## src/hdl/thr_pkg.sv

```systemverilog
// Shared types and constants for the TCP handshake responder.
// Used by the front end, the job queue, the back end and the top level.
package thr_pkg;

	localparam int unsigned QDepth = 2;
	localparam int unsigned QPtrW = (QDepth > 1) ? $clog2(QDepth) : 1;
	localparam int unsigned QCntW = $clog2(QDepth + 1);

	localparam logic [15:0] ETHERTYPE_IPV4 = 16'h0800;
	localparam logic [7:0]  PROTO_TCP      = 8'd6;
	localparam int unsigned FLAG_FIN_BIT   = 0;
	localparam int unsigned FLAG_SYN_BIT   = 1;
	localparam int unsigned FLAG_ACK_BIT   = 4;
	localparam logic [7:0]  FLAGS_SYN_ACK  = 8'h12;
	localparam logic [7:0]  FLAGS_ACK      = 8'h10;
	localparam logic [7:0]  FLAGS_FIN_ACK  = 8'h11;

	localparam logic [15:0] LISTEN_PORT_RESET = 16'd3000;

	localparam logic REG_LISTEN_PORT = 1'b0;
	localparam logic REG_INIT_SEQ    = 1'b1;

	typedef enum logic [1:0] {
		PH_LISTEN,
		PH_SYN_RCVD,
		PH_ESTAB,
		PH_CLOSING
	} phase_t;

	typedef enum logic [1:0] {
		JOB_SYNACK,
		JOB_ACK,
		JOB_FIN
	} job_kind_t;

	typedef struct packed {
		logic [15:0] ether_type;
		logic [7:0]  ip_protocol;
		logic [3:0]  ip_header_words;
		logic [15:0] ip_total_length;
		logic [7:0]  type_of_service;
		logic [7:0]  time_to_live;
		logic [31:0] source_address;
		logic [31:0] destination_address;
		logic [15:0] src_tcp_port;
		logic [15:0] dst_tcp_port;
		logic [31:0] sequence_in;
		logic [15:0] offset_and_flags;
	} hdr_t;

	// One reply job; addresses and ports are still in received order.
	typedef struct packed {
		job_kind_t   kind;
		logic [31:0] rx_src_ip;
		logic [31:0] rx_dst_ip;
		logic [15:0] src_port;
		logic [15:0] dst_port;
		logic [7:0]  tos;
		logic [7:0]  ttl;
		logic [31:0] seq;
		logic [31:0] ack;
	} job_t;

	typedef struct packed {
		logic [31:0] reply_source_address;
		logic [31:0] reply_destination_address;
		logic [15:0] reply_source_port;
		logic [15:0] reply_destination_port;
		logic [31:0] sequence_out;
		logic [31:0] acknowledge_out;
		logic [7:0]  flags_out;
		logic [15:0] identification;
		logic [15:0] tos_and_ttl;
		logic [15:0] ip_checksum;
		logic [15:0] seg_checksum;
		logic        last_of_run;
	} reply_t;

endpackage

```

## src/hdl/tcp_handshake_responder_unit.sv

```systemverilog
// Top level of the TCP passive handshake responder.
// Depends on thr_pkg, thr_front, thr_queue and thr_back.
//
//  Channel  Direction  Handshake               Carries
//  s_axis   in         tvalid/tready           one received header word
//  m_axis   out        tvalid/tready, tlast    one reply header word
//  cfg      in         cfg_we (no wait)        listen_port, initial_sequence
//
// A header is taken in the cycle it is offered unless the two-entry job queue
// is full; each reply passes the queue, the checksum stage and the output register.
// The back end issues one reply per cycle while m_axis is ready, so SYN and ACK
// headers sustain one per cycle and a FIN header holds it for both of its replies.
// Reset clears the phase, the identification counter, all valid flags and
// loads listen port 3000 and server sequence 0. A stall on m_axis holds the
// output word, then the checksum stage, then fills the queue before s_axis stalls.
module tcp_handshake_responder_unit
	import thr_pkg::*;
(
	input  logic         clk,
	input  logic         arst_n,
	// configuration write port
	input  logic         cfg_we,
	input  logic         cfg_index,
	input  logic [31:0]  cfg_data,
	// received headers
	input  logic         s_axis_tvalid,
	output logic         s_axis_tready,
	// ether_type[15:0], ip_protocol[23:16], ip_header_words[27:24],
	// ip_total_length[43:28], type_of_service[51:44], time_to_live[59:52],
	// source_address[91:60], destination_address[123:92], src_tcp_port[139:124],
	// dst_tcp_port[155:140], sequence_in[187:156], offset_and_flags[203:188],
	// zero fill[207:204]
	input  logic [207:0] s_axis_tdata,
	// replies
	output logic         m_axis_tvalid,
	input  logic         m_axis_tready,
	// reply_source_address[31:0], reply_destination_address[63:32],
	// reply_source_port[79:64], reply_destination_port[95:80],
	// sequence_out[127:96], acknowledge_out[159:128], flags_out[167:160],
	// identification[183:168], tos_and_ttl[199:184], ip_checksum[215:200],
	// seg_checksum[231:216]
	output logic [231:0] m_axis_tdata,
	output logic         m_axis_tlast
);

	hdr_t   hdr;
	job_t   wr_job, head;
	logic   job_push;
	logic   q_full;
	logic   job_pop;
	logic   q_valid;
	reply_t reply;
	logic   in_fire;

	// Unpack the header word, lowest field first
	assign hdr.ether_type          = s_axis_tdata[15:0];
	assign hdr.ip_protocol         = s_axis_tdata[23:16];
	assign hdr.ip_header_words     = s_axis_tdata[27:24];
	assign hdr.ip_total_length     = s_axis_tdata[43:28];
	assign hdr.type_of_service     = s_axis_tdata[51:44];
	assign hdr.time_to_live        = s_axis_tdata[59:52];
	assign hdr.source_address      = s_axis_tdata[91:60];
	assign hdr.destination_address = s_axis_tdata[123:92];
	assign hdr.src_tcp_port        = s_axis_tdata[139:124];
	assign hdr.dst_tcp_port        = s_axis_tdata[155:140];
	assign hdr.sequence_in         = s_axis_tdata[187:156];
	assign hdr.offset_and_flags    = s_axis_tdata[203:188];

	// Hold off new headers only while the queue has no room for a job
	assign s_axis_tready = !q_full;
	assign in_fire       = s_axis_tvalid && s_axis_tready;

	thr_front u_front (
		.clk       (clk),
		.arst_n    (arst_n),
		.cfg_we    (cfg_we),
		.cfg_index (cfg_index),
		.cfg_data  (cfg_data),
		.in_fire   (in_fire),
		.hdr       (hdr),
		.push      (job_push),
		.job       (wr_job)
	);

	thr_queue u_queue (
		.clk    (clk),
		.arst_n (arst_n),
		.push   (job_push),
		.wr_job (wr_job),
		.full   (q_full),
		.pop    (job_pop),
		.valid  (q_valid),
		.head   (head)
	);

	thr_back u_back (
		.clk       (clk),
		.arst_n    (arst_n),
		.q_valid   (q_valid),
		.head      (head),
		.pop       (job_pop),
		.out_valid (m_axis_tvalid),
		.out_ready (m_axis_tready),
		.out_reply (reply)
	);

	// Pack the reply word, lowest field first
	assign m_axis_tdata = {
		reply.seg_checksum,
		reply.ip_checksum,
		reply.tos_and_ttl,
		reply.identification,
		reply.flags_out,
		reply.acknowledge_out,
		reply.sequence_out,
		reply.reply_destination_port,
		reply.reply_source_port,
		reply.reply_destination_address,
		reply.reply_source_address
	};
	assign m_axis_tlast = reply.last_of_run;

endmodule

```

## src/hdl/thr_front.sv

```systemverilog
// Front end: filters received headers and runs the handshake phase machine.
// Depends on thr_pkg; pushes reply jobs into thr_queue.
module thr_front
	import thr_pkg::*;
(
	input  logic        clk,
	input  logic        arst_n,
	input  logic        cfg_we,
	input  logic        cfg_index,
	input  logic [31:0] cfg_data,
	input  logic        in_fire,
	input  hdr_t        hdr,
	output logic        push,
	output job_t        job
);

	phase_t      phase_q, phase_d;
	logic [15:0] listen_q;
	logic [31:0] server_seq_q;
	logic        seq_inc;
	logic        match;
	logic [7:0]  flags;
	logic [31:0] payload;
	logic [31:0] seq_plus1;
	logic [31:0] seq_plus_pay;

	assign flags = hdr.offset_and_flags[7:0];
	assign match = (hdr.ether_type == ETHERTYPE_IPV4) && (hdr.ip_protocol == PROTO_TCP)
		&& (hdr.dst_tcp_port == listen_q);

	// Payload length wraps modulo 2^32 when the header lengths exceed the total
	assign payload = {16'd0, hdr.ip_total_length}
		- {26'd0, hdr.ip_header_words, 2'b00}
		- {26'd0, hdr.offset_and_flags[15:12], 2'b00};
	assign seq_plus1    = hdr.sequence_in + 32'd1;
	assign seq_plus_pay = hdr.sequence_in + payload;

	always_comb begin
		phase_d = phase_q;
		if (in_fire && match) begin
			case (phase_q)
				PH_LISTEN: begin
					if (flags[FLAG_SYN_BIT]) phase_d = PH_SYN_RCVD;
				end
				PH_SYN_RCVD: begin
					if (flags[FLAG_ACK_BIT]) phase_d = PH_ESTAB;
				end
				PH_ESTAB: begin
					if (flags[FLAG_ACK_BIT]) phase_d = PH_CLOSING;
				end
				PH_CLOSING: begin
					if (flags[FLAG_FIN_BIT]) phase_d = PH_LISTEN;
				end
				default: phase_d = PH_LISTEN;
			endcase
		end
	end

	always_comb begin
		push          = 1'b0;
		seq_inc       = 1'b0;
		job.kind      = JOB_ACK;
		job.ack       = seq_plus1;
		job.rx_src_ip = hdr.source_address;
		job.rx_dst_ip = hdr.destination_address;
		job.src_port  = hdr.src_tcp_port;
		job.dst_port  = hdr.dst_tcp_port;
		job.tos       = hdr.type_of_service;
		job.ttl       = hdr.time_to_live;
		job.seq       = server_seq_q;
		if (in_fire && match) begin
			case (phase_q)
				PH_LISTEN: begin
					push     = flags[FLAG_SYN_BIT];
					job.kind = JOB_SYNACK;
				end
				PH_SYN_RCVD: begin
					seq_inc = flags[FLAG_ACK_BIT];
				end
				PH_ESTAB: begin
					push     = flags[FLAG_ACK_BIT];
					job.kind = JOB_ACK;
					job.ack  = seq_plus_pay;
				end
				PH_CLOSING: begin
					push     = flags[FLAG_FIN_BIT];
					job.kind = JOB_FIN;
				end
				default: push = 1'b0;
			endcase
		end
	end

	always_ff @(posedge clk or negedge arst_n) begin
		if (!arst_n) begin
			phase_q      <= PH_LISTEN;
			listen_q     <= LISTEN_PORT_RESET;
			server_seq_q <= 32'd0;
		end else begin
			phase_q <= phase_d;
			if (cfg_we && cfg_index == REG_LISTEN_PORT) listen_q <= cfg_data[15:0];
			if (cfg_we && cfg_index == REG_INIT_SEQ) begin
				server_seq_q <= cfg_data;
			end else if (seq_inc) begin
				server_seq_q <= server_seq_q + 32'd1;
			end
		end
	end

endmodule

```

## src/hdl/thr_queue.sv

```systemverilog
// Short job queue between the front and back ends.
// Depends on thr_pkg for the job type and depth.
module thr_queue
	import thr_pkg::*;
(
	input  logic  clk,
	input  logic  arst_n,
	input  logic  push,
	input  job_t  wr_job,
	output logic  full,
	input  logic  pop,
	output logic  valid,
	output job_t  head
);

	job_t             slot_q [QDepth];
	logic [QPtrW-1:0] wr_ptr_q, rd_ptr_q;
	logic [QCntW-1:0] count_q;
	logic             do_push, do_pop;

	assign full    = (count_q == QCntW'(QDepth));
	assign valid   = (count_q != '0);
	assign head    = slot_q[rd_ptr_q];
	assign do_push = push && !full;
	assign do_pop  = pop && valid;

	always_ff @(posedge clk) begin
		if (do_push) slot_q[wr_ptr_q] <= wr_job;
	end

	always_ff @(posedge clk or negedge arst_n) begin
		if (!arst_n) begin
			wr_ptr_q <= '0;
			rd_ptr_q <= '0;
			count_q  <= '0;
		end else begin
			if (do_push) begin
				wr_ptr_q <= (wr_ptr_q == QPtrW'(QDepth - 1)) ? '0 : wr_ptr_q + 1'b1;
			end
			if (do_pop) begin
				rd_ptr_q <= (rd_ptr_q == QPtrW'(QDepth - 1)) ? '0 : rd_ptr_q + 1'b1;
			end
			case ({do_push, do_pop})
				2'b10:   count_q <= count_q + 1'b1;
				2'b01:   count_q <= count_q - 1'b1;
				default: count_q <= count_q;
			endcase
		end
	end

endmodule

```

## src/hdl/thr_back.sv

```systemverilog
// Back end: expands jobs into replies, sums checksums, folds into the output register.
// Depends on thr_pkg; pops jobs from thr_queue.
module thr_back
	import thr_pkg::*;
(
	input  logic   clk,
	input  logic   arst_n,
	input  logic   q_valid,
	input  job_t   head,
	output logic   pop,
	output logic   out_valid,
	input  logic   out_ready,
	output reply_t out_reply
);

	function automatic logic [15:0] fold(input logic [19:0] s);
		logic [16:0] s1;
		logic [16:0] s2;
		s1 = {13'd0, s[19:16]} + {1'b0, s[15:0]};
		s2 = s1 + {16'd0, s1[16]};
		return ~s2[15:0];
	endfunction

	logic        half_q;
	logic [15:0] ident_q;
	logic        s1_valid_q;
	reply_t      rep_s1;
	logic [19:0] ip_sum_s1, tcp_sum_s1;
	logic        m_valid_q;
	reply_t      m_q;

	logic        m_free, s1_adv, s1_load;
	reply_t      rep;
	reply_t      rep_folded;
	logic [19:0] ip_sum, tcp_sum;

	assign m_free  = !m_valid_q || out_ready;
	assign s1_adv  = s1_valid_q && m_free;
	assign s1_load = q_valid && (!s1_valid_q || s1_adv);
	// A FIN job stays at the head until its second reply is loaded into the checksum stage
	assign pop     = s1_load && !(head.kind == JOB_FIN && !half_q);

	always_comb begin
		rep.reply_source_address      = head.rx_dst_ip;
		rep.reply_destination_address = head.rx_src_ip;
		rep.reply_source_port         = head.dst_port;
		rep.reply_destination_port    = head.src_port;
		rep.sequence_out              = head.seq;
		rep.acknowledge_out           = head.ack;
		rep.identification            = ident_q;
		rep.tos_and_ttl               = {head.tos, head.ttl};
		rep.ip_checksum               = 16'd0;
		rep.seg_checksum              = 16'd0;
		case (head.kind)
			JOB_SYNACK: begin
				rep.flags_out   = FLAGS_SYN_ACK;
				rep.last_of_run = 1'b1;
			end
			JOB_FIN: begin
				rep.flags_out   = half_q ? FLAGS_FIN_ACK : FLAGS_ACK;
				rep.last_of_run = half_q;
			end
			default: begin
				rep.flags_out   = FLAGS_ACK;
				rep.last_of_run = 1'b1;
			end
		endcase

		ip_sum = 20'h04500 + {12'd0, head.tos} + 20'd40 + {4'd0, ident_q}
			+ {4'd0, head.ttl, PROTO_TCP}
			+ {4'd0, head.rx_dst_ip[31:16]} + {4'd0, head.rx_dst_ip[15:0]}
			+ {4'd0, head.rx_src_ip[31:16]} + {4'd0, head.rx_src_ip[15:0]};

		tcp_sum = {4'd0, head.rx_dst_ip[31:16]} + {4'd0, head.rx_dst_ip[15:0]}
			+ {4'd0, head.rx_src_ip[31:16]} + {4'd0, head.rx_src_ip[15:0]}
			+ {12'd0, PROTO_TCP} + 20'd20
			+ {4'd0, head.dst_port} + {4'd0, head.src_port}
			+ {4'd0, head.seq[31:16]} + {4'd0, head.seq[15:0]}
			+ {4'd0, head.ack[31:16]} + {4'd0, head.ack[15:0]}
			+ {4'd0, 4'd5, 4'd0, rep.flags_out} + 20'h0ffff;
	end

	always_comb begin
		rep_folded              = rep_s1;
		rep_folded.ip_checksum  = fold(ip_sum_s1);
		rep_folded.seg_checksum = fold(tcp_sum_s1);
	end

	always_ff @(posedge clk) begin
		if (s1_load) begin
			rep_s1     <= rep;
			ip_sum_s1  <= ip_sum;
			tcp_sum_s1 <= tcp_sum;
		end
		if (s1_adv) begin
			m_q <= rep_folded;
		end
	end

	always_ff @(posedge clk or negedge arst_n) begin
		if (!arst_n) begin
			half_q     <= 1'b0;
			ident_q    <= 16'd0;
			s1_valid_q <= 1'b0;
			m_valid_q  <= 1'b0;
		end else begin
			if (s1_load) begin
				ident_q <= ident_q + 16'd1;
				half_q  <= (head.kind == JOB_FIN) && !half_q;
			end
			if (s1_load) begin
				s1_valid_q <= 1'b1;
			end else if (s1_adv) begin
				s1_valid_q <= 1'b0;
			end
			if (s1_adv) begin
				m_valid_q <= 1'b1;
			end else if (out_ready) begin
				m_valid_q <= 1'b0;
			end
		end
	end

	assign out_valid = m_valid_q;
	assign out_reply = m_q;

endmodule

```

## config.mk

```make
export PLATFORM = sky130hd
export DESIGN_NAME = tcp_handshake_responder_unit
export DESIGN_NICKNAME = d
export VERILOG_FILES = /design/src/hdl/thr_pkg.sv /design/src/hdl/tcp_handshake_responder_unit.sv /design/src/hdl/thr_front.sv /design/src/hdl/thr_queue.sv /design/src/hdl/thr_back.sv
export SDC_FILE = /design/constraint.sdc
export NUM_CORES = 1
export LEC_CHECK = 0
export CAP_MARGIN = 30
export CORE_MARGIN = 2
export CORE_UTILIZATION = 40
export CTS_CLUSTER_DIAMETER = 40
export CTS_CLUSTER_SIZE = 20
export DETAILED_ROUTE_END_ITERATION = 10
export DONT_BUFFER_PORTS = 1
export GPL_TIMING_DRIVEN = 0
export PLACE_DENSITY_LB_ADDON = 0.08
export SETUP_SLACK_MARGIN = 0.3
export SLEW_MARGIN = 30
export SYNTH_ARGS = -nofsm -noshare
export SYNTH_HDL_FRONTEND = slang
export SYNTH_HIERARCHICAL = 1
export SYNTH_SLANG_ARGS = --single-unit
```

## constraint.sdc

```tcl
create_clock -name clk -period 11.73 [get_ports clk]
set_clock_uncertainty 0.2 [all_clocks]
set_input_delay 2.346 -clock clk [delete_from_list [all_inputs] [get_ports clk]]
set_output_delay 2.346 -clock clk [all_outputs]
set_load 0.01 [all_outputs]
```

==> metrics.cfg <==
[run_status]
outcome = complete, no violations

[worst_setup_path]
arrival_ns = 8.08
crit_type = in -> reg
worstPathRequired_ns = 11.97
end_kind = flop
worstSetupStartpointType = input pin
crit_fanout = 14

[route]
avgRoutedWirePerCell_um = 24.5
met3_length_um = 7230
vias_per_cell = 5.04
wl_met1_um = 49300
highest_layer = met5
drtIter0Drc = 1402
routed_wirelength_um = 117000
vias = 23995
drt_first_pass_iters = 5
ant_nets = 0
remaining_drc_errors = 0
wl_met2_um = 58000

[final_layout]
layout-drive-gt1-share_pct = 19.8
area_growth_pct = 16.5
nets = 3809
area.sequential_mm2 = 0.0264
n_fill_cell = 9502
multi_input_comb_area_mm2 = 0.0150

[die]
start_util_pct = 40.4
die-area_mm2 = 0.113
die_w_um = 336
core.rowCount = 121
core_area_mm2 = 0.109
die_h_um = 336
ioPinCount = 481

[clock_network]
ctsResizeCount = 0
path_clk_slew_ns = 0.06
cts_made_buffers = 141
clk_path_buf_depth = 3
cts_sinks = 890
cts_max_level = 4
cts_root_buffer = clkbuf_16
cts_tree = built
cts_hold_buf = 0
cts_setup_buffers = 0
clkLatencyLatePin_ns = 0.74

[synth]
synth-async-reset-ratio_pct = 8.20
syn_area_mm2 = 0.0440
synth_common_cells = edfxtp_1 (817), inv_1 (401), fa_1 (186), xnor2_1 (163), ha_1 (144)
ys_types = 96
ys_top_cells_by_area = edfxtp_1 (56%), fa_1 (8.5%), ha_1 (4.1%)
ys_ff_latch = 890
synth_edf_count = 817
synth_top_area_share_pct = 55.7
yosys.area.top_type = edfxtp_1
syn_avg_cell_area_um2 = 14.4
yosys.cell_count.top_type = edfxtp_1
ys_seq_area_share_pct = 59.9
yosysWarnings = 6
synthFlopType = edfxtp_1
synthesis.instances = 3062

[pwr]
power_mw = 8.01
power.density_mw_per_mm2 = 156
leakage_nw = 19.5
irDropWorstVdd_mv = 0.120

[placed_design]
numPortBuffers = 0
gp_congestion = 0.847
dp_hpwl_um = 90300

[sta]
worstMarginPinSlew_ns = 0.975
rsz0062_at_grt = false
timing.final.crit_period_ns = 7.84
setup_viol = 0
drv_slew = 0
holdWs_ns = 0.198
setup-tns-final_ns = 0
period_share_pct = 66.8
fmax_mhz = 128
hold_viol = 0
slew_headroom_pct = 34.5

[grt]
grt_pass1_vias = 25126
grt.total_usage_pct = 20.8
grt_pass1_wl_um = 169000
grt-ovfl-total = 0
antenna_found_initial = 8
grt_max_degree = 74

[job]
cap_viol_max_count = 0

[hold_path]
hp-class = reg -> reg

-- critical path, stage by stage --
cell,delay [ns]
inv_1,0.02
ha_1,0.21
fa_1,0.54
inv_1,0.06
ha_1,0.27
a21oi_1,0.27
o211ai_1,0.22
nor4b_4,0.36
and4_4,0.31
a21boi_2,0.10
nor2_2,0.61
ha_1,0.22
clkbuf_1,0.34
nand2_1,0.17
nor3_1,0.31
nand2_1,0.10
nor3_1,0.32
o21ai_0,0.24
o31a_1,0.31
or3_1,0.31
a31oi_1,0.27
xnor2_1,0.18
-- placed cells by master (no fill, tap or decap), drive strengths merged, types with 6 or more instances in the layout --
cell      instances
bufinv           17
a21o             24
or2              10
o31ai             8
o21ai            96
nor2            131
clkinv           41
xor2             54
nor4             14
nand3            51
ha              144
conb              6
dfrtp            66
inv             430
nor3             31
nor4b             8
fa              186
and3             26
mux2            195
clkinvlp         15
a211oi           14
nand2b           23
or3              10
nor2b            14
o21a             22
and4             11
nand4            32
and2             15
o21bai           11
a31oi            12
a21oi            76
nand2           130
mux2i             7
xnor2           163
dfstp             7
edfxtp          817
buf             175
clkbuf          174
-- power by group --
group / switching (mW) / total, mW / leakage [nW] / internal [mW]
registers: 0.0281 / 3.50 / 8.34 / 3.47
logic: 0.150 / 0.283 / 8.85 / 0.133
clock network: 1.57 / 4.23 / 2.34 / 2.66
total: 1.74 / 8.01 / 19.5 / 6.26
-- registers in the layout, summed over array words and instances, names as in the netlist --
register / count
u_back/half_q: 1
u_back/ident_q: 16
u_back/ip_sum_s1: 19
u_back/out_reply: 227
u_back/out_valid: 1
u_back/rep_folded: 195
u_back/s1_valid_q: 1
u_back/tcp_sum_s1: 20
u_front/listen_q: 16
u_front/phase_q: 2
u_front/server_seq_q: 32
u_queue/count_q: 2
u_queue/rd_ptr_q: 1
u_queue/slot_q: 356
u_queue/wr_ptr_q: 1
-- metal layers --
| layer | vias to the layer above | GRT usage [%] |
|---|---|---|
| met4 | 6 | 5.32 |
| met5 | - | 0 |
| met3 | 146 | 5.55 |
| met1 | 12151 | 26.2 |
| met2 | 638 | 35.4 |
| li1 | 11054 | - |
-- through the flow --
stage	worst slack (ns)	cells	utilization [%]	instance area (um2)
after global routing	3.38	4762	47.1	51300
after floorplan	2.50	3066	-	44100
after global placement	-2.18	4480	42.0	45800
after detailed placement	3.09	4504	42.6	46500
final	3.89	4762	47.1	51300
after CTS	3.86	4761	47.1	51300
-- final cells by class --
cell class | count | share of cell area [%]
antenna | 1 | 0.00488
buffer | 170 | 2.38
clock buffer | 155 | 7.10
clock inverter | 102 | 2.36
inverter | 401 | 2.95
multi-input combinational | 1605 | 29.2
sequential | 890 | 51.4
tap | 1414 | 3.45
timing repair buffer | 24 | 1.17
-- final timing paths --
path	startpoint	slack [ns]	end	cells after the start
min in group asynchronous	arst_n	1.11	u_front/listen_q[14]$_DFFE_PN0P_	0
max in group asynchronous	arst_n	9.97	u_back/ident_q[10]$_DFFE_PN0P_	0
min	u_back/rep_folded[188]$_DFFE_PP_	0.20	u_back/out_reply[188]$_DFFE_PP_	0
max reg2reg	u_queue/rd_ptr_q$_DFFE_PN0P_	4.45	u_back/ip_sum_s1[17]$_DFFE_PP_	25
min reg2reg	u_back/rep_folded[188]$_DFFE_PP_	0.20	u_back/out_reply[188]$_DFFE_PP_	0
max	s_axis_tdata[30]	3.89	u_queue/slot_q[1][31]$_DFFE_PP_	22
-- logic make-up after synthesis --
kind of cell	after synthesis	share of synthesized area [%]
DFF	890	59.9
buffers and inverters	571	6.20
and+or+nand+nor	526	6.20
adders and majority gates	330	12.5
AOI/OAI and AO/OA	324	4.86
xor gates and xnor gates	217	4.32
muxes	202	6.00
other	2	0.0171
No activity file was read; power rests on OpenSTA's default activity.
